<file path="config.mk">
export PLATFORM = sky130hd
export DESIGN_NAME = lpw_front
export DESIGN_NICKNAME = d
export VERILOG_FILES = /design/src/rtl/core/lpw_pkg.sv /design/src/rtl/core/lpw_front.sv
export SDC_FILE = /design/constraint.sdc
export NUM_CORES = 1
export LEC_CHECK = 0
export BUFFER_PORTS_ARGS = -buffer_cell sky130_fd_sc_hd__buf_2
export CORE_ASPECT_RATIO = 0.75
export CORE_MARGIN = 5
export CORE_UTILIZATION = 29
export DETAILED_ROUTE_END_ITERATION = 10
export PLACE_DENSITY_LB_ADDON = 0.15
export SLEW_MARGIN = 10
export SYNTH_ARGS = -nofsm -noshare
export SYNTH_HDL_FRONTEND = slang
export SYNTH_SLANG_ARGS = --single-unit
export TNS_END_PERCENT = 20
</file>
<file path="constraint.sdc">
create_clock -name clock -period 7.2 [get_ports clock]
set_input_delay 1.44 -clock clock [delete_from_list [all_inputs] [get_ports clock]]
set_output_delay 1.44 -clock clock [all_outputs]
set_load 0.01 [all_outputs]
</file>
<file path="src/rtl/core/lpw_pkg.sv">
// Package: shared constants, register codes and the arctangent table for the point converter.
`default_nettype none
package lpw_pkg;

   localparam int ANGLE_BITS_DEF = 16;
   localparam int INDEX_BITS_DEF = 12;
   localparam int RANGE_BITS_DEF = 16;

   localparam int POS_BITS     = 24;
   localparam int PHASE_BITS   = 32;
   localparam int CORDIC_ITERS = 20;
   localparam int GAIN_BITS    = 30;
   localparam int GAIN_SHIFT   = 14;
   localparam int ROUND_SHIFT  = 16;

   localparam logic [GAIN_BITS-1:0] GAIN_Q30 = 30'd652032874;

   localparam logic signed [POS_BITS-1:0] POS_MAX = 24'sh7FFFFF;
   localparam logic signed [POS_BITS-1:0] POS_MIN = -24'sh800000;

   localparam int CSR_INDEX_BITS = 2;

   typedef enum logic [CSR_INDEX_BITS-1:0] {
      REG_START_ANGLE = 2'd0,
      REG_ANGLE_STEP  = 2'd1,
      REG_MIN_RANGE   = 2'd2,
      REG_MAX_RANGE   = 2'd3
   } csr_reg_type;

   // atan(2^-i) in 2^32-per-turn phase units
   function automatic logic [PHASE_BITS-1:0] cordic_atan(input int i);
      logic [PHASE_BITS-1:0] v;
      case (i)
         0:       v = 32'd536870912;
         1:       v = 32'd316933406;
         2:       v = 32'd167458907;
         3:       v = 32'd85004756;
         4:       v = 32'd42667331;
         5:       v = 32'd21354465;
         6:       v = 32'd10679838;
         7:       v = 32'd5340245;
         8:       v = 32'd2670163;
         9:       v = 32'd1335087;
         10:      v = 32'd667544;
         11:      v = 32'd333772;
         12:      v = 32'd166886;
         13:      v = 32'd83443;
         14:      v = 32'd41722;
         15:      v = 32'd20860;
         16:      v = 32'd10430;
         17:      v = 32'd5215;
         18:      v = 32'd2608;
         19:      v = 32'd1304;
         default: v = '0;
      endcase
      return v;
   endfunction

endpackage
`default_nettype wire

</file>
<file path="src/rtl/core/lpw_front.sv">
// Front end: range gate, beam angle, start vector scaling and quadrant fold.
`default_nettype none
module lpw_front import lpw_pkg::*; #(
   parameter int ANGLE_BITS = ANGLE_BITS_DEF,
   parameter int INDEX_BITS = INDEX_BITS_DEF,
   parameter int RANGE_BITS = RANGE_BITS_DEF,
   parameter int W          = RANGE_BITS_DEF + 18,
   parameter int SIDE_BITS  = 2 * POS_BITS + INDEX_BITS_DEF
) (
   input  wire                          clock,
   input  wire                          reset,
   input  wire  [ANGLE_BITS-1:0]        start_angle,
   input  wire  [ANGLE_BITS-1:0]        angle_step,
   input  wire  [RANGE_BITS-1:0]        min_range,
   input  wire  [RANGE_BITS-1:0]        max_range,
   input  wire                          up_valid,
   output logic                         up_ready,
   input  wire  [RANGE_BITS-1:0]        up_range,
   input  wire  [INDEX_BITS-1:0]        up_index,
   input  wire  [ANGLE_BITS-1:0]        up_heading,
   input  wire  [SIDE_BITS-1:0]         up_side,
   output logic                         dn_valid,
   input  wire                          dn_ready,
   output logic signed [W-1:0]          dn_x,
   output logic signed [PHASE_BITS-1:0] dn_z,
   output logic [SIDE_BITS-1:0]         dn_side
);
   localparam int XP_BITS = RANGE_BITS + GAIN_BITS;
   localparam int X0_BITS = RANGE_BITS + GAIN_BITS - GAIN_SHIFT;

   // stage 0: products
   logic                         v0_ff;
   logic                         ready0;
   logic                         keep_in;
   logic [X0_BITS-1:0]           x0_ff, x0_in;
   logic [ANGLE_BITS-1:0]        prod_ff, prod_in;
   logic [ANGLE_BITS-1:0]        base_ff, base_in;
   logic [SIDE_BITS-1:0]         side0_ff;
   logic [XP_BITS-1:0]           xprod;
   logic [INDEX_BITS+ANGLE_BITS-1:0] aprod;

   // stage 1: fold
   logic                         v1_ff;
   logic signed [W-1:0]          x1_ff, x1_in;
   logic signed [PHASE_BITS-1:0] z1_ff, z1_in;
   logic [SIDE_BITS-1:0]         side1_ff;
   logic [ANGLE_BITS-1:0]        ang;
   logic [PHASE_BITS-1:0]        phase;
   logic                         fold;
   logic signed [W-1:0]          xs;

   assign ready0   = !v0_ff || !v1_ff || dn_ready;
   assign up_ready = ready0;

   always_comb begin
      keep_in = (up_range > min_range) && (up_range < max_range);
      xprod   = XP_BITS'(up_range) * XP_BITS'(GAIN_Q30);
      x0_in   = xprod[XP_BITS-1:GAIN_SHIFT];
      aprod   = up_index * angle_step;
      prod_in = aprod[ANGLE_BITS-1:0];
      base_in = start_angle + up_heading;
   end

   always_ff @(posedge clock) begin
      if (reset) begin
         v0_ff <= 1'b0;
      end else if (ready0) begin
         v0_ff <= up_valid && keep_in;
      end
      if (ready0 && up_valid) begin
         x0_ff    <= x0_in;
         prod_ff  <= prod_in;
         base_ff  <= base_in;
         side0_ff <= up_side;
      end
   end

   always_comb begin
      ang   = base_ff + prod_ff;
      phase = PHASE_BITS'(ang) << (PHASE_BITS - ANGLE_BITS);
      fold  = phase[PHASE_BITS-1] ^ phase[PHASE_BITS-2];
      xs    = W'(x0_ff);
      x1_in = fold ? -xs : xs;
      z1_in = fold ? {~phase[PHASE_BITS-1], phase[PHASE_BITS-2:0]} : phase;
   end

   always_ff @(posedge clock) begin
      if (reset) begin
         v1_ff <= 1'b0;
      end else if (!v1_ff || dn_ready) begin
         v1_ff <= v0_ff;
      end
      if ((!v1_ff || dn_ready) && v0_ff) begin
         x1_ff    <= x1_in;
         z1_ff    <= z1_in;
         side1_ff <= side0_ff;
      end
   end

   assign dn_valid = v1_ff;
   assign dn_x     = x1_ff;
   assign dn_z     = z1_ff;
   assign dn_side  = side1_ff;
endmodule
`default_nettype wire

</file>
==> impl_metrics.toml <==
[status]
status = "finished, final reports clean"

[global_routing]
grt_pass1_wl_um = 87380
grt_usage_pct = 14.49
grt_pass1_vias = 14800
grt_antenna_before_repair = 0
grt_overflow = 0
grt_max_degree = 106

[placement]
io_buffers = 283
placed_area_um2 = 24720
place_congestion = 0.9196
dp.cells = 3226
dpl.hpwl_um = 49120
place_ws_ns = -0.5023

[clock_tree]
postCtsHoldBufs = 0
insertion_delay_ns = 0.57
path_clk_slew_ns = 0.06
numCtsBuffers = 29
cts.sink_count = 235
cts-root-buf = "clkbuf_16"
cts.htree.levels = 1
clockBufferDepth = 3
cts_tree = "built"

[drt]
first_pass_iters = 5
num_vias = 14230
drtAntennaViolNets = 0
dr_wl_met3_um = 2362
highest_layer = "met4"
routedWlPerCell_um = 17.62
dr.first_iter.drc_count = 716
wl_met1_um = 29940
wl_um = 57800
wl_met2_um = 24380
drcViolationCount = 0
avgViaCountPerCell = 4.338

[finish]
num-fill-cells = 7284
register_area_um2 = 7037
area_growth_syn_to_layout_pct = 22.64
stdcell_count = 3280
final_cell_area_um2 = 25720
multi_input_area_um2 = 12300
n_antenna_cell = 0
fin_nets = 2981
drive_gt1_share_pct = 22.30
postLayoutCoreUtil_pct = 35.88

[die]
dieHeight_um = 242.9
coreArea_um2 = 71680
pin_count = 300
die_area_um2 = 77860
num_rows = 85
dieWidth_um = 320.5
initial_core_util_pct = 29.26

[worst_hold_path]
min_path_type = "reg -> reg"
worstHoldStart = "side0_ff[17]$_DFFE_PP_"
whs_path_depth = 0
hold_end = "dn_side[17]$_DFFE_PP_"

[pwr]
total_power_mw = 15.01
power.switching_mw = 6.495
comb_power_share_pct = 73.1
power_density_nw_per_um2 = 583.4
netSwitchingFraction_pct = 43.28
ir_drop_mv = 0.7175
internal-power_mw = 8.511
seqPwrFrac_pct = 17.3
p_leak_nw = 12.12
power_frac_clock_pct = 9.6

[timing]
clock_skew_ns = 0.01362
setup_ws_ns = 0.2876
clock.fmax_mhz = 144.7
min_period_over_period_pct = 96.01
hold_slack_ns = 0.4178
hold_viol = 0
rsz0062_at_grt = "true"
setup_viol = 0
maxSlewHeadroom_pct = 36.93
setup_tns_ns = 0
maxSlewViolCount = 0
min_period_ns = 6.912
worst_pin_slew_ns = 0.9446

[run]
maxCapViolCount = 0

[critical_path]
cp.arrival_ns = 7.24
crit_required_ns = 7.53
cp-end-kind = "flop"
rr_endpoint = "dn_x[15]$_DFFE_PP_"
r2r_cells = 13
critPathLaunchType = "input port"
rr_startpoint = "prod_ff[0]$_DFFE_PP_"
path_max_fanout = 4
critPathKind = "in -> reg"
ff2ff_setup_slack_ns = 2.96

[yosys]
netlist_area_um2 = 20970
ys_seq_elements = 235
seq_area_frac_synth_pct = 33.55
synth_edf_count = 233
syn_area_per_cell_um2 = 11.41
synthCells = 1839
synth_cell_types = 67
ys.flop_type = "edfxtp_1"
ys_warn_count = 0
synthArstFlopShare_pct = 0
[cells in the final DEF, fill, tap and decap left out, types with 5 or more instances in the layout]
cell type / instances
nor2_1: 49
clkinv_1: 7
nand3_1: 13
o41ai_1: 5
a21oi_1: 57
a21boi_1: 6
buf_2: 282
nor3_1: 13
and2_1: 32
buf_4: 168
or4_1: 5
nand2b_1: 16
a21o_1: 16
a21oi_2: 5
ha_1: 256
o211ai_1: 5
xor2_1: 23
xnor2_1: 98
o21ai_0: 17
o31ai_1: 10
o21ai_1: 24
clkbuf_1: 5
clkbuf_16: 29
conb_1: 16
fa_1: 252
edfxtp_1: 233
nor4_1: 8
inv_1: 412
nor2b_1: 16
nand2_1: 145
o21a_1: 12
nand4_1: 11
[repair_timing]
action / CTS / global route
endpoints found under the setup margin: 0 / 7
resized for setup: 0 / 12
setup buffers: 0 / 1
[registers in the layout, summed over array words and instances (netlist names)]
| register | cells |
|---|---|
| dn_x | 34 |
| dn_z | 15 |
| prod_ff | 16 |
| side0_ff | 60 |
| base_ff | 16 |
| dn_side | 60 |
| x0_ff | 32 |
| v0_ff | 1 |
| dn_valid | 1 |
[metal layers]
metal,track usage (%),vias up
li1,-,6873
met1,22.76,7070
met2,21.23,240
met3,2.124,46
met4,2.770,0
met5,0,-
[critical path, stage by stage]
cell and delay [ns]:
buf_2 0.13, buf_4 0.14, fa_1 0.57, inv_1 0.06
fa_1 0.41, fa_1 0.55, inv_1 0.05, fa_1 0.46
fa_1 0.57, inv_1 0.07, fa_1 0.53, inv_1 0.04
ha_1 0.28, nand2_1 0.07, nor2_1 0.15, nor4bb_4 0.37
a2111oi_2 0.11, buf_4 0.18, nor4_1 0.29, nor3_1 0.09
buf_4 0.17, o311ai_4 0.27, a21oi_2 0.10, xnor2_1 0.14
[Yosys cell counts, types with 12 or more instances]
cell type / number / area [µm²]
buf_4: 17 / 127.6
o21a_1: 12 / 90.09
xor2_1: 23 / 201.4
clkbuf_1: 15 / 56.30
edfxtp_1: 233 / 6997
nand2_1: 145 / 544.3
fa_1: 252 / 5045
nand2b_1: 16 / 100.1
nor3_1: 13 / 65.06
a21oi_1: 61 / 305.3
and2_1: 33 / 206.5
nand3_1: 13 / 65.06
o21ai_0: 17 / 85.08
o21ai_1: 25 / 125.1
inv_1: 412 / 1546
ha_1: 256 / 3203
nor2_1: 49 / 183.9
xnor2_1: 98 / 858.3
a21o_1: 16 / 120.1
nor2b_1: 17 / 106.4
[how the worst max path moves through the flow]
| stage | start | endpoint | slack (ns) | cells past startpoint |
|---|---|---|---|---|
| 5_1_grt | up_range[5] | x0_ff[25]$_DFFE_PP_ | -0.005 | 26 |
| 3_5_place_dp | up_range[13] | x0_ff[28]$_DFFE_PP_ | -0.50 | 27 |
| 6_report | up_range[7] | x0_ff[28]$_DFFE_PP_ | 0.29 | 24 |
| 2_1_floorplan | up_range[5] | x0_ff[28]$_DFFE_PP_ | 0.12 | 23 |
| 4_1_cts | up_range[13] | x0_ff[28]$_DFFE_PP_ | 0.1 | 27 |
| 3_3_place_gp | up_range[13] | x0_ff[28]$_DFFE_PP_ | -0.53 | 27 |
[layout make-up]
type / instances / area share [%]
Clock inverter: 19 / 0.7491
Tap cell: 957 / 4.655
Sequential cell: 235 / 27.36
Multi-Input combinational cell: 1169 / 47.81
Inverter: 414 / 6.041
Timing Repair Buffer: 452 / 10.50
Clock buffer: 34 / 2.894
[power by group through the flow]
stage                     registers, mW  logic (mW)  clock network [mW]
after floorplan                    2.60        7.16                   0
after global placement             2.62        10.8                   0
after detailed placement           2.62        10.8                   0
after CTS                          2.60        10.9                1.52
after global routing               2.62        12.4                1.56
final                              2.59        11.0                1.44
[cells by family after synthesis]
logic type	synth area share, %
xor gates and xnor gates	5.208
AOI/OAI and AO/OA	5.900
and+or+nand+nor	7.534
buffers and inverters	8.465
DFF	33.55
other	0.01788
adders and majority gates	39.32
Note: power is estimated with default switching activity, not from simulation.
