File: src/rtl/core/lpw_pkg.sv
// Package: shared constants, register codes and the arctangent table for the point converter.
`default_nettype none
package lpw_pkg;

   localparam int ANGLE_BITS_DEF = 16;
   localparam int INDEX_BITS_DEF = 12;
   localparam int RANGE_BITS_DEF = 16;

   localparam int POS_BITS     = 24;
   localparam int PHASE_BITS   = 32;
   localparam int CORDIC_ITERS = 20;
   localparam int GAIN_BITS    = 30;
   localparam int GAIN_SHIFT   = 14;
   localparam int ROUND_SHIFT  = 16;

   localparam logic [GAIN_BITS-1:0] GAIN_Q30 = 30'd652032874;

   localparam logic signed [POS_BITS-1:0] POS_MAX = 24'sh7FFFFF;
   localparam logic signed [POS_BITS-1:0] POS_MIN = -24'sh800000;

   localparam int CSR_INDEX_BITS = 2;

   typedef enum logic [CSR_INDEX_BITS-1:0] {
      REG_START_ANGLE = 2'd0,
      REG_ANGLE_STEP  = 2'd1,
      REG_MIN_RANGE   = 2'd2,
      REG_MAX_RANGE   = 2'd3
   } csr_reg_type;

   // atan(2^-i) in 2^32-per-turn phase units
   function automatic logic [PHASE_BITS-1:0] cordic_atan(input int i);
      logic [PHASE_BITS-1:0] v;
      case (i)
         0:       v = 32'd536870912;
         1:       v = 32'd316933406;
         2:       v = 32'd167458907;
         3:       v = 32'd85004756;
         4:       v = 32'd42667331;
         5:       v = 32'd21354465;
         6:       v = 32'd10679838;
         7:       v = 32'd5340245;
         8:       v = 32'd2670163;
         9:       v = 32'd1335087;
         10:      v = 32'd667544;
         11:      v = 32'd333772;
         12:      v = 32'd166886;
         13:      v = 32'd83443;
         14:      v = 32'd41722;
         15:      v = 32'd20860;
         16:      v = 32'd10430;
         17:      v = 32'd5215;
         18:      v = 32'd2608;
         19:      v = 32'd1304;
         default: v = '0;
      endcase
      return v;
   endfunction

endpackage
`default_nettype wire

File: src/rtl/core/lpw_back.sv
// Back end: round the rotated vector, add the pose and saturate.
`default_nettype none
module lpw_back import lpw_pkg::*; #(
   parameter int INDEX_BITS = INDEX_BITS_DEF,
   parameter int W          = RANGE_BITS_DEF + 18,
   parameter int SIDE_BITS  = 2 * POS_BITS + INDEX_BITS_DEF
) (
   input  wire                          clock,
   input  wire                          reset,
   input  wire                          up_valid,
   output logic                         up_ready,
   input  wire  signed [W-1:0]          up_x,
   input  wire  signed [W-1:0]          up_y,
   input  wire  [SIDE_BITS-1:0]         up_side,
   output logic                         dn_valid,
   input  wire                          dn_ready,
   output logic signed [POS_BITS-1:0]   dn_x,
   output logic signed [POS_BITS-1:0]   dn_y,
   output logic [INDEX_BITS-1:0]        dn_index
);
   localparam int XR_W  = W - ROUND_SHIFT;
   localparam int SUM_W = ((XR_W > POS_BITS) ? XR_W : POS_BITS) + 1;
   localparam logic signed [W-1:0] HALF = W'(1) << (ROUND_SHIFT - 1);

   logic                       va_ff;
   logic                       ready_a;
   logic signed [XR_W-1:0]     xa_ff, xa_in;
   logic signed [XR_W-1:0]     ya_ff, ya_in;
   logic [SIDE_BITS-1:0]       sidea_ff;
   logic signed [W-1:0]        xt, yt;

   logic                       vb_ff;
   logic signed [POS_BITS-1:0] xb_ff, xb_in;
   logic signed [POS_BITS-1:0] yb_ff, yb_in;
   logic [INDEX_BITS-1:0]      ib_ff;
   logic signed [POS_BITS-1:0] pose_x, pose_y;
   logic signed [SUM_W-1:0]    sx, sy;

   assign ready_a  = !va_ff || !vb_ff || dn_ready;
   assign up_ready = ready_a;

   always_comb begin
      xt    = up_x + HALF;
      yt    = up_y + HALF;
      xa_in = xt[W-1:ROUND_SHIFT];
      ya_in = yt[W-1:ROUND_SHIFT];
   end

   always_ff @(posedge clock) begin
      if (reset) begin
         va_ff <= 1'b0;
      end else if (ready_a) begin
         va_ff <= up_valid;
      end
      if (ready_a && up_valid) begin
         xa_ff    <= xa_in;
         ya_ff    <= ya_in;
         sidea_ff <= up_side;
      end
   end

   always_comb begin
      pose_x = sidea_ff[SIDE_BITS-1 -: POS_BITS];
      pose_y = sidea_ff[SIDE_BITS-POS_BITS-1 -: POS_BITS];
      sx     = SUM_W'(pose_x) + SUM_W'(xa_ff);
      sy     = SUM_W'(pose_y) + SUM_W'(ya_ff);
      if (sx > SUM_W'(POS_MAX)) begin
         xb_in = POS_MAX;
      end else if (sx < SUM_W'(POS_MIN)) begin
         xb_in = POS_MIN;
      end else begin
         xb_in = sx[POS_BITS-1:0];
      end
      if (sy > SUM_W'(POS_MAX)) begin
         yb_in = POS_MAX;
      end else if (sy < SUM_W'(POS_MIN)) begin
         yb_in = POS_MIN;
      end else begin
         yb_in = sy[POS_BITS-1:0];
      end
   end

   always_ff @(posedge clock) begin
      if (reset) begin
         vb_ff <= 1'b0;
      end else if (!vb_ff || dn_ready) begin
         vb_ff <= va_ff;
      end
      if ((!vb_ff || dn_ready) && va_ff) begin
         xb_ff <= xb_in;
         yb_ff <= yb_in;
         ib_ff <= sidea_ff[INDEX_BITS-1:0];
      end
   end

   assign dn_valid = vb_ff;
   assign dn_x     = xb_ff;
   assign dn_y     = yb_ff;
   assign dn_index = ib_ff;
endmodule
`default_nettype wire

File: config.mk
export PLATFORM = sky130hd
export DESIGN_NAME = lpw_back
export DESIGN_NICKNAME = d
export VERILOG_FILES = /design/src/rtl/core/lpw_pkg.sv /design/src/rtl/core/lpw_back.sv
export SDC_FILE = /design/constraint.sdc
export NUM_CORES = 1
export LEC_CHECK = 0
export ABC_AREA = 1
export BUFFER_PORTS_ARGS = -buffer_cell sky130_fd_sc_hd__clkbuf_2
export CAP_MARGIN = 25
export CELL_PAD_IN_SITES_DETAIL_PLACEMENT = 2
export CELL_PAD_IN_SITES_GLOBAL_PLACEMENT = 2
export CORE_MARGIN = 8
export CORE_UTILIZATION = 36
export DETAILED_ROUTE_END_ITERATION = 16
export GPL_ROUTABILITY_DRIVEN = 0
export PLACE_DENSITY = 0.93
export SLEW_MARGIN = 30
export SYNTH_ARGS = -nofsm -noshare
export SYNTH_HDL_FRONTEND = slang
export SYNTH_SLANG_ARGS = --single-unit
File: constraint.sdc
create_clock -name clock -period 11.74 [get_ports clock]
set_clock_uncertainty 0.15 [all_clocks]
set_input_delay 1.174 -clock clock [delete_from_list [all_inputs] [get_ports clock]]
set_output_delay 1.174 -clock clock [all_outputs]
set_load 0.01 [all_outputs]
==> results.toml, run 1 <==
[sta]
setup_violations = 0
finalMaxSlewViolations = 0
hold_viol_final = 0
relSlewSlack_pct = 40.2
timing.final.crit_share_pct = 27.9
fmax_ghz = 0.306
tightestPinTransition_ps = 897
setup_tns_ps = 0
setup_ws_ps = 8470
fin_hold_ws_ps = 273
rsz0062_at_grt = "false"
min_period_ps = 3270

[finish]
syn_to_final_growth_pct = 20.1
diodes = 0
drive_gt1_share_pct = 21.0
finalNetCount = 1323
fin_area_um2 = 10800

[worst_setup_path]
required_ps = 10420
reg2reg_depth = 8
arrival_ps = 1950
path_class = "in2out"
start_kind = "input pin"
reg2reg_slack_ps = 8580
regToRegStartpoint = "ya_ff[17]"
endpoint_kind = "output port"
r2r_end = "dn_y[19]"
worstPathMaxFanout = 2

[placed_design]
pre_cts_slack_ps = 8430
place_area_um2 = 10100
dp_hpwl_mm = 22.7
port_buffers = 163

[cts]
insertion_delay_ps = 440
cts_root_buf = "clkbuf_16"
clockBufferDepth = 2
cts_tree = "yes"
clkSinkCount = 158
ctsHoldBuffers = 0
path_clk_slew_ps = 70
htree_levels = 4
cts_buffers = 17
cts_setup_buffers = 0
cts_resized = 0

[floorplan]
die_y_um = 174
start_util_pct = 36.7
die_width_um = 174
core_area_um2 = 24400
num_rows = 57
dieArea_um2 = 30200
io_pins = 194

[synth]
yosys_warnings = 0
synth_area_leaders = "edfxtp_1 (52%), nand2_1 (14%), ha_1 (7.0%)"
synthCells = 963
yosys.area.top_type = "edfxtp_1"
ys_seq_elements = 158
synth.avg_cell_area_um2 = 9.30
netlist_area_um2 = 8950
ys_seq_area_share_pct = 52.8
synth_cell_types = 30
yosysTopAreaCellShare_pct = 52.3
syn_nets = 1147

[power]
combinationalPowerShare_pct = 21.3
p_leak_nw = 5.05
power.density_nw_per_um2 = 152
switching_share_pct = 30.5
peakVddDrop_uv = 82.7
internal_power_mw = 1.14
power.share.clock_pct = 36.2
p_seq_share_pct = 42.6
power.net_switching_mw = 0.498
p_total_mw = 1.63

[drt]
num_vias = 7346
firstDrtPassIters = 4
wl_per_cell_um = 20.0
drt_iter0_drc = 230
route.detailed.drc = 0
drtAntennaViolNets = 0
drt_wl_total_mm = 29.5
vias_per_cell = 4.98

[job]
cap_violations = 0

[global_route]
grt_max_degree = 97
grtUsageTotal_pct = 19.9
grt-ovfl-total = 0
grt_pass1_vias = 8694
grt_pass1_wl_mm = 47.0
antenna_found_initial = 0

[hold_path]
hold_path_class = "reg2reg"
whs_endpoint = "dn_index[9]"
holdPathStages = 0
min_from = "sidea_ff[9]"

[status]
outcome = "finished, final reports clean"
cell usage in the layout, fill, tap and decap left out, drive strengths merged:
cell type and n:
o21bai 11, clkbuf 181, clkinv 4, bufinv 3, nand3 34, xor2 44, buf 2, nor2 69
nand3b 1, o21ai 5, and2 5, ha 50, edfxtp 156, fa 2, nor4 2, a21boi 1
nand4 21, dfxtp 2, a21oi 46, clkinvlp 1, inv 117, xnor2 20, or2 2, nor3 11
nand2 362
power groups by stage:
stage / sequential, mW / combinational, mW / clock [mW]
2_1_floorplan: 0.716 / 0.217 / 0
3_3_place_gp: 0.703 / 0.318 / 0
3_5_place_dp: 0.708 / 0.343 / 0
4_1_cts: 0.697 / 0.353 / 0.602
5_1_grt: 0.699 / 0.389 / 0.620
6_report: 0.695 / 0.348 / 0.591
through the flow:
stage,cells,util [%]
floorplan,963,-
global placement,1444,41.6
detailed placement,1444,41.6
CTS,1476,44.1
global route,1476,44.1
finish,1476,44.1
sequential cells by signal (all words and copies together) (netlist names):
| register | count |
|---|---|
| sidea_ff | 60 |
| ya_ff | 18 |
| dn_index | 12 |
| dn_x | 24 |
| dn_valid | 1 |
| va_ff | 1 |
| xa_ff | 18 |
| dn_y | 24 |
metal layers:
metal	share of wire, %	GRT usage, %
met1	35	19.0
met2	58	40.5
met3	3.2	3.70
met4	3.3	7.98
met5	0	0
cells by family (layout without fill, tap and decap cells):
group / Yosys count / in the layout / share of synthesized area (%)
adders and majority gates: 52 / 52 / 7.44
AOI/OAI and AO/OA: 63 / 63 / 3.86
buffers and inverters: 119 / 308 / 5.41
and+or+nand+nor: 507 / 507 / 24.3
DFF: 158 / 158 / 52.8
xor gates and xnor gates: 64 / 64 / 6.26
synthesized netlist by cell type:
cell / instances
nand2_1: 330
edfxtp_1: 156
inv_1: 109
nor2_1: 64
ha_1: 50
a21oi_1: 46
xor2_1: 44
nand3_1: 34
nand2_2: 30
xnor2_1: 20
nand4_1: 17
o21bai_1: 11
nor3_1: 10
and2_1: 5
nor2_2: 5
o21ai_0: 5
buf_6: 4
nand4_2: 4
buf_2: 3
dfxtp_1: 2
fa_1: 2
inv_2: 2
nand2_4: 2
nor4_1: 2
a21boi_0: 1
buf_4: 1
nand3b_1: 1
nor3_2: 1
or2_1: 1
or2_2: 1
worst max-delay path by stage:
| stage | slack, ps | endpoint | cells after the start | from |
|---|---|---|---|---|
| 2_1_floorplan | 5690 | sidea_ff[0] | 4 | dn_ready |
| 3_3_place_gp | 8570 | up_ready | 6 | dn_ready |
| 3_5_place_dp | 8430 | xa_ff[17] | 9 | up_x[15] |
| 4_1_cts | 8460 | up_ready | 6 | dn_ready |
| 5_1_grt | 8370 | dn_y[19] | 8 | ya_ff[17] |
| 6_report | 8470 | up_ready | 6 | dn_ready |
critical path, cell delays in order:
cell and delay [ps]:
clkbuf_2 80, inv_1 110, nand2_1 90, nor2_1 240, inv_1 100, clkbuf_2 150
final cells by class:
class / instances / area [µm²]
tap: 324 / 405
clock buffer: 18 / 429
clock inverter: 14 / 181
fill: 2714 / 13600
multi-input combinational: 686 / 3760
inverter: 111 / 417
sequential: 158 / 4720
timing repair buffer: 165 / 835
(Power assumes the default switching activity.)
==> run 2, diff against run 1 <==
--- a/config.mk
+++ b/config.mk
@@ -11,10 +11,10 @@
 export CELL_PAD_IN_SITES_DETAIL_PLACEMENT = 2
 export CELL_PAD_IN_SITES_GLOBAL_PLACEMENT = 2
 export CORE_MARGIN = 8
-export CORE_UTILIZATION = 36
+export CORE_UTILIZATION = 33
 export DETAILED_ROUTE_END_ITERATION = 16
 export GPL_ROUTABILITY_DRIVEN = 0
-export PLACE_DENSITY = 0.93
+export PLACE_DENSITY = 0.87
 export SLEW_MARGIN = 30
 export SYNTH_ARGS = -nofsm -noshare
 export SYNTH_HDL_FRONTEND = slang
==> constraint.sdc (replaced) <==
create_clock -name clock -period 3.1 [get_ports clock]
set_clock_uncertainty 0.15 [all_clocks]
set_input_delay 0.31 -clock clock [delete_from_list [all_inputs] [get_ports clock]]
set_output_delay 0.31 -clock clock [all_outputs]
set_load 0.01 [all_outputs]
==> run 2 against run 1 <==
Compared with the run above:
- sequential power grew to 3.8 times the previous value
- combinational power rose to 4.0 times the previous value
- critical path type is now reg2reg
- first-iteration DRC count grew 1.3%
- die area rose by 8.2%
- critical endpoint is now dn_y[4]
- core utilization fell by 1.4 points
- wire length decreased by 0.51%
- critical path depth increased by 6
- setup slack got worse by 8200 ps
- register-to-register slack got worse by 8400 ps
- cell count is 5.7% higher
==> results.toml, run 2 (synthesized netlist as in run 1, its figures left out) <==
[cts]
path_clk_slew_ps = 80
htree_levels = 4
insertion_delay_ps = 440
clkSinkCount = 158
cts_tree = "yes"
cts_setup_buffers = 0
clockBufferDepth = 2
cts_buffers = 17
cts_root_buf = "clkbuf_16"

[drt]
drt_wl_total_mm = 29.3
vias_per_cell = 4.86
num_vias = 7575
firstDrtPassIters = 4
drtAntennaViolNets = 0
route.detailed.drc = 0
drt_iter0_drc = 233
wl_per_cell_um = 18.8

[sta]
fmax_ghz = 0.347
min_period_ps = 2880
tightestPinTransition_ps = 746
relSlewSlack_pct = 50.3
setup_tns_ps = 0
finalMaxSlewViolations = 0
rsz0062_at_grt = "false"
hold_viol_final = 0
setup_violations = 0
timing.final.crit_share_pct = 93.0

[power]
peakVddDrop_uv = 239
p_leak_nw = 5.34
p_total_mw = 6.27
power.density_nw_per_um2 = 548

[global_route]
antenna_found_initial = 0
grt_max_degree = 55
grtUsageTotal_pct = 18.2
grt_pass1_vias = 8891
grt-ovfl-total = 0
grt_pass1_wl_mm = 46.9

[finish]
diodes = 0
fin_area_um2 = 11400
final_common_cell = "nand2_1"
finalNetCount = 1390
layout.cells.non_filler = 1560
largest_reg_flops = 60
regMostFlops = "sidea_ff"
drive_gt1_share_pct = 20.6
layout_common_cells = "nand2_1 (330), clkbuf_2 (163), edfxtp_1 (156), inv_1 (109), nor2_1 (63)"
syn_to_final_growth_pct = 27.9

[worst_setup_path]
cp_top_family = "simple AND/OR/NAND/NOR gates"
required_ps = 3120
path_class = "reg2reg"
worstPathMaxFanout = 23
cpMaxStageDelayCell = "edfxtp_1"
startpoint = "ya_ff[17]"
crit_top_cell = "nand2_1"
arrival_ps = 2900
cp_slowest_stage_delay_ps = 530
path_buf_inv = 0
regToRegStartpoint = "ya_ff[17]"
crit_chain = "ha_2 -> nand2_1 -> nor2_1 -> nand2_1 -> nor2_1 -> nand2_1 -> nand3_1 -> nand2_1 -> nand2_2 -> nand2_4 -> nand2_2 -> nand2_1"
start_kind = "flip-flop"
endpoint_kind = "flip-flop"

[placed_design]
place_inst = 1466
place_area_um2 = 10200
dp_hpwl_mm = 22.3
port_buffers = 163

[floorplan]
num_rows = 60
dieArea_um2 = 32700
core_area_um2 = 26800
io_pins = 194
die_y_um = 181
die_width_um = 181
start_util_pct = 33.4

[hold_path]
hold_path_class = "in2reg"
min_from = "up_valid"

[status]
outcome = "finished, final reports clean"

[job]
cap_violations = 0
[run 2: report_power, final]
part / leakage, nW / switching [mW] / internal (mW) / total (mW)
sequential: 1.51 / 0.0574 / 2.57 / 2.63
combinational: 3.52 / 0.879 / 0.501 / 1.38
clock: 0.307 / 0.964 / 1.30 / 2.26
total: 5.34 / 1.90 / 4.37 / 6.27
[run 2: per-stage QoR]
stage                     util (%)  hold WS [ps]  setup slack (ps)
after floorplan                  -           229               407
final                         42.7          31.1               218
after global placement        38.0           250               427
after detailed placement      38.0           256               296
after CTS                     42.7          20.0               180
after global routing          42.7          40.1              18.2
[run 2: timing repair]
action	4_1_cts	5_1_grt
hold endpoints to repair	63	0
hold buffers	62	0
setup endpoints to repair	0	10
gates resized for setup	0	2
[run 2: routing by layer]
metal | share of wire, % | up-vias | wire, µm | GRT usage [%]
met5 | 0 | - | 0 | 0
met4 | 2.6 | 0 | 750 | 6.45
met3 | 3.0 | 45 | 885 | 3.15
met2 | 59 | 143 | 17200 | 37.6
met1 | 36 | 3733 | 10500 | 17.4
li1 | - | 3654 | - | -
[run 2: final cells by class]
cell class | count | area, µm²
clock buffer | 17 | 425
fill | 2942 | 15400
tap | 341 | 427
inverter | 111 | 417
multi-input combinational | 686 | 3770
timing repair buffer | 232 | 1490
sequential | 158 | 4720
clock inverter | 15 | 201
[run 2: worst min-delay path, delay by kind of cell]
| family | cells | cell delay [ps] |
|---|---|---|
| AOI/OAI and AO/OA | 1 | 90 |
| buffers and inverters | 2 | 180 |
[run 2: final timing paths]
kind                            slack, ps           end  cells past startpoint
worst max register to register        220       dn_y[4]                     12
worst min-delay path                   30         va_ff                      3
worst max-delay path                  220       dn_y[4]                     12
worst min register to register        270  dn_index[11]                      0
==> run 3, diff against run 2 <==
--- a/config.mk
+++ b/config.mk
@@ -10,7 +10,7 @@
 export CAP_MARGIN = 25
 export CELL_PAD_IN_SITES_DETAIL_PLACEMENT = 2
 export CELL_PAD_IN_SITES_GLOBAL_PLACEMENT = 2
-export CORE_MARGIN = 8
+export CORE_MARGIN = 4
 export CORE_UTILIZATION = 33
 export DETAILED_ROUTE_END_ITERATION = 16
 export GPL_ROUTABILITY_DRIVEN = 0
==> run 3 against run 2 <==
Compared with the run above:
- hold slack better by 1.9 ps
- cell count unchanged
- register-to-register slack improved by 50 ps
- core utilization decreased by 0.061 points
- wire length down 2.9%
- sequential share of layout area increased by 0.058 points
- global-route usage increased by 1.2 points
- combinational power is essentially flat
- cell area shrank 0.14%
- fmax is 1.8% higher
- clock-buffer cell count unchanged
==> results.toml, run 3 (synthesized netlist as in run 1, its figures left out) <==
[cts]
cts_tree = "yes"
cts_buffers = 17
cts_root_buf = "clkbuf_16"
insertion_delay_ps = 440
clkSinkCount = 158
path_clk_slew_ps = 70
clockBufferDepth = 2
htree_levels = 4

[sta]
finalMaxSlewViolations = 0
hold_viol_final = 0
timing.final.crit_share_pct = 91.3
min_period_ps = 2830
tightestPinTransition_ps = 518
setup_tns_ps = 0
rsz0062_at_grt = "false"
relSlewSlack_pct = 65.5
fmax_ghz = 0.353
setup_violations = 0

[placed_design]
port_buffers = 163
dp_hpwl_mm = 21.5

[global_route]
grt_pass1_wl_mm = 45.7
antenna_found_initial = 0
grt_max_degree = 97
grtUsageTotal_pct = 19.4
grt_pass1_vias = 8597
grt-ovfl-total = 0

[status]
outcome = "finished, final reports clean"

[worst_setup_path]
required_ps = 3120
reg2reg_depth = 11
path_class = "reg2reg"
worstPathMaxFanout = 23
reg2reg_slack_ps = 270
regToRegStartpoint = "ya_ff[17]"
start_kind = "flip-flop"
r2r_end = "dn_y[20]"
endpoint_kind = "flip-flop"
arrival_ps = 2850

[power]
combinationalPowerShare_pct = 22.2
power.density_nw_per_um2 = 541
internal_power_mw = 4.29
power.share.clock_pct = 35.3
p_total_mw = 6.19
p_seq_share_pct = 42.5
p_leak_nw = 5.32
power.net_switching_mw = 1.90
peakVddDrop_uv = 332
switching_share_pct = 30.6

[drt]
num_vias = 7538
firstDrtPassIters = 4
drtAntennaViolNets = 0
wl_per_cell_um = 18.2
vias_per_cell = 4.83
route.detailed.drc = 0
drt_iter0_drc = 220
drt_wl_total_mm = 28.5

[floorplan]
start_util_pct = 33.4
io_pins = 194
num_rows = 60
die_y_um = 173
core_area_um2 = 26800
die_width_um = 173
dieArea_um2 = 29800

[hold_path]
hold_path_class = "in2reg"
min_from = "up_valid"
holdPathStages = 3
whs_endpoint = "va_ff"

[finish]
drive_gt1_share_pct = 20.4
syn_to_final_growth_pct = 27.7
finalNetCount = 1390
final_common_cell = "nand2_1"
layout_common_cells = "nand2_1 (330), clkbuf_2 (163), edfxtp_1 (156), inv_1 (109), nor2_1 (63)"
diodes = 0
largest_reg_flops = 60
fillers = 2961
regMostFlops = "sidea_ff"

[job]
cap_violations = 0
-- run 3: per-stage QoR --
step | worst slack, ps | instances | hold slack (ps) | util [%] | cell area [µm²]
2_1_floorplan | 407 | 963 | 229 | - | 8960
4_1_cts | 164 | 1560 | 16.7 | 42.7 | 11400
3_5_place_dp | 264 | 1466 | 259 | 38.1 | 10200
3_3_place_gp | 446 | 1466 | 251 | 38.1 | 10200
6_report | 269 | 1560 | 33.0 | 42.7 | 11400
5_1_grt | 48.9 | 1560 | 34.6 | 42.7 | 11400
-- run 3: worst max-delay path, stage by stage, from the launching register on --
cell	delay, ps
edfxtp_1	520
ha_1	510
nand2_1	150
nor2_1	160
nand2_1	120
nor2_1	130
nand2_1	110
nand3_1	120
nand2_2	80
nand4_2	100
buf_4	270
nand2_1	130
-- run 3: worst max path at each step --
stage	cells past startpoint	slack, ps	start	end
6_report	11	270	ya_ff[17]	dn_y[20]
5_1_grt	11	50	ya_ff[17]	dn_y[16]
3_3_place_gp	12	450	ya_ff[17]	dn_y[16]
3_5_place_dp	12	260	xa_ff[17]	dn_x[5]
2_1_floorplan	2	410	dn_ready	dn_index[0]
4_1_cts	11	160	ya_ff[17]	dn_y[20]
-- run 3: power groups by stage --
| stage | Combinational (mW) | Clock, mW | Sequential (mW) |
|---|---|---|---|
| 3_5_place_dp | 1.30 | 0 | 2.68 |
| 3_3_place_gp | 1.22 | 0 | 2.66 |
| 6_report | 1.37 | 2.18 | 2.63 |
| 5_1_grt | 1.54 | 2.33 | 2.65 |
| 4_1_cts | 1.39 | 2.23 | 2.64 |
| 2_1_floorplan | 0.822 | 0 | 2.70 |
-- run 3: what timing repair did --
action,4_1_cts,5_1_grt
endpoints found under the hold margin,63,0
gates resized for setup,0,1
buffers inserted,0,0
setup endpoints to repair,0,3
hold buffers,62,0
-- run 3: area by class of cell --
type                    instances  area, µm²  share of cell area [%]
repair buffers                232       1500                    13.1
flip-flops and latches        158       4720                    41.3
well taps                     341        427                    3.73
clock inverters                15        175                    1.53
inverters                     111        417                    3.64
clock buffers                  17        425                    3.72
multi-input cells             686       3760                    32.9
-- run 3: per-layer routing --
metal	wire, µm	part of all wire (%)	vias to the layer above	global-route usage (%)
li1	-	-	3654	-
met3	587	2.1	45	2.80
met1	10200	36	3719	19.1
met2	16700	59	120	40.0
met4	924	3.2	0	7.98
met5	0	0	-	0
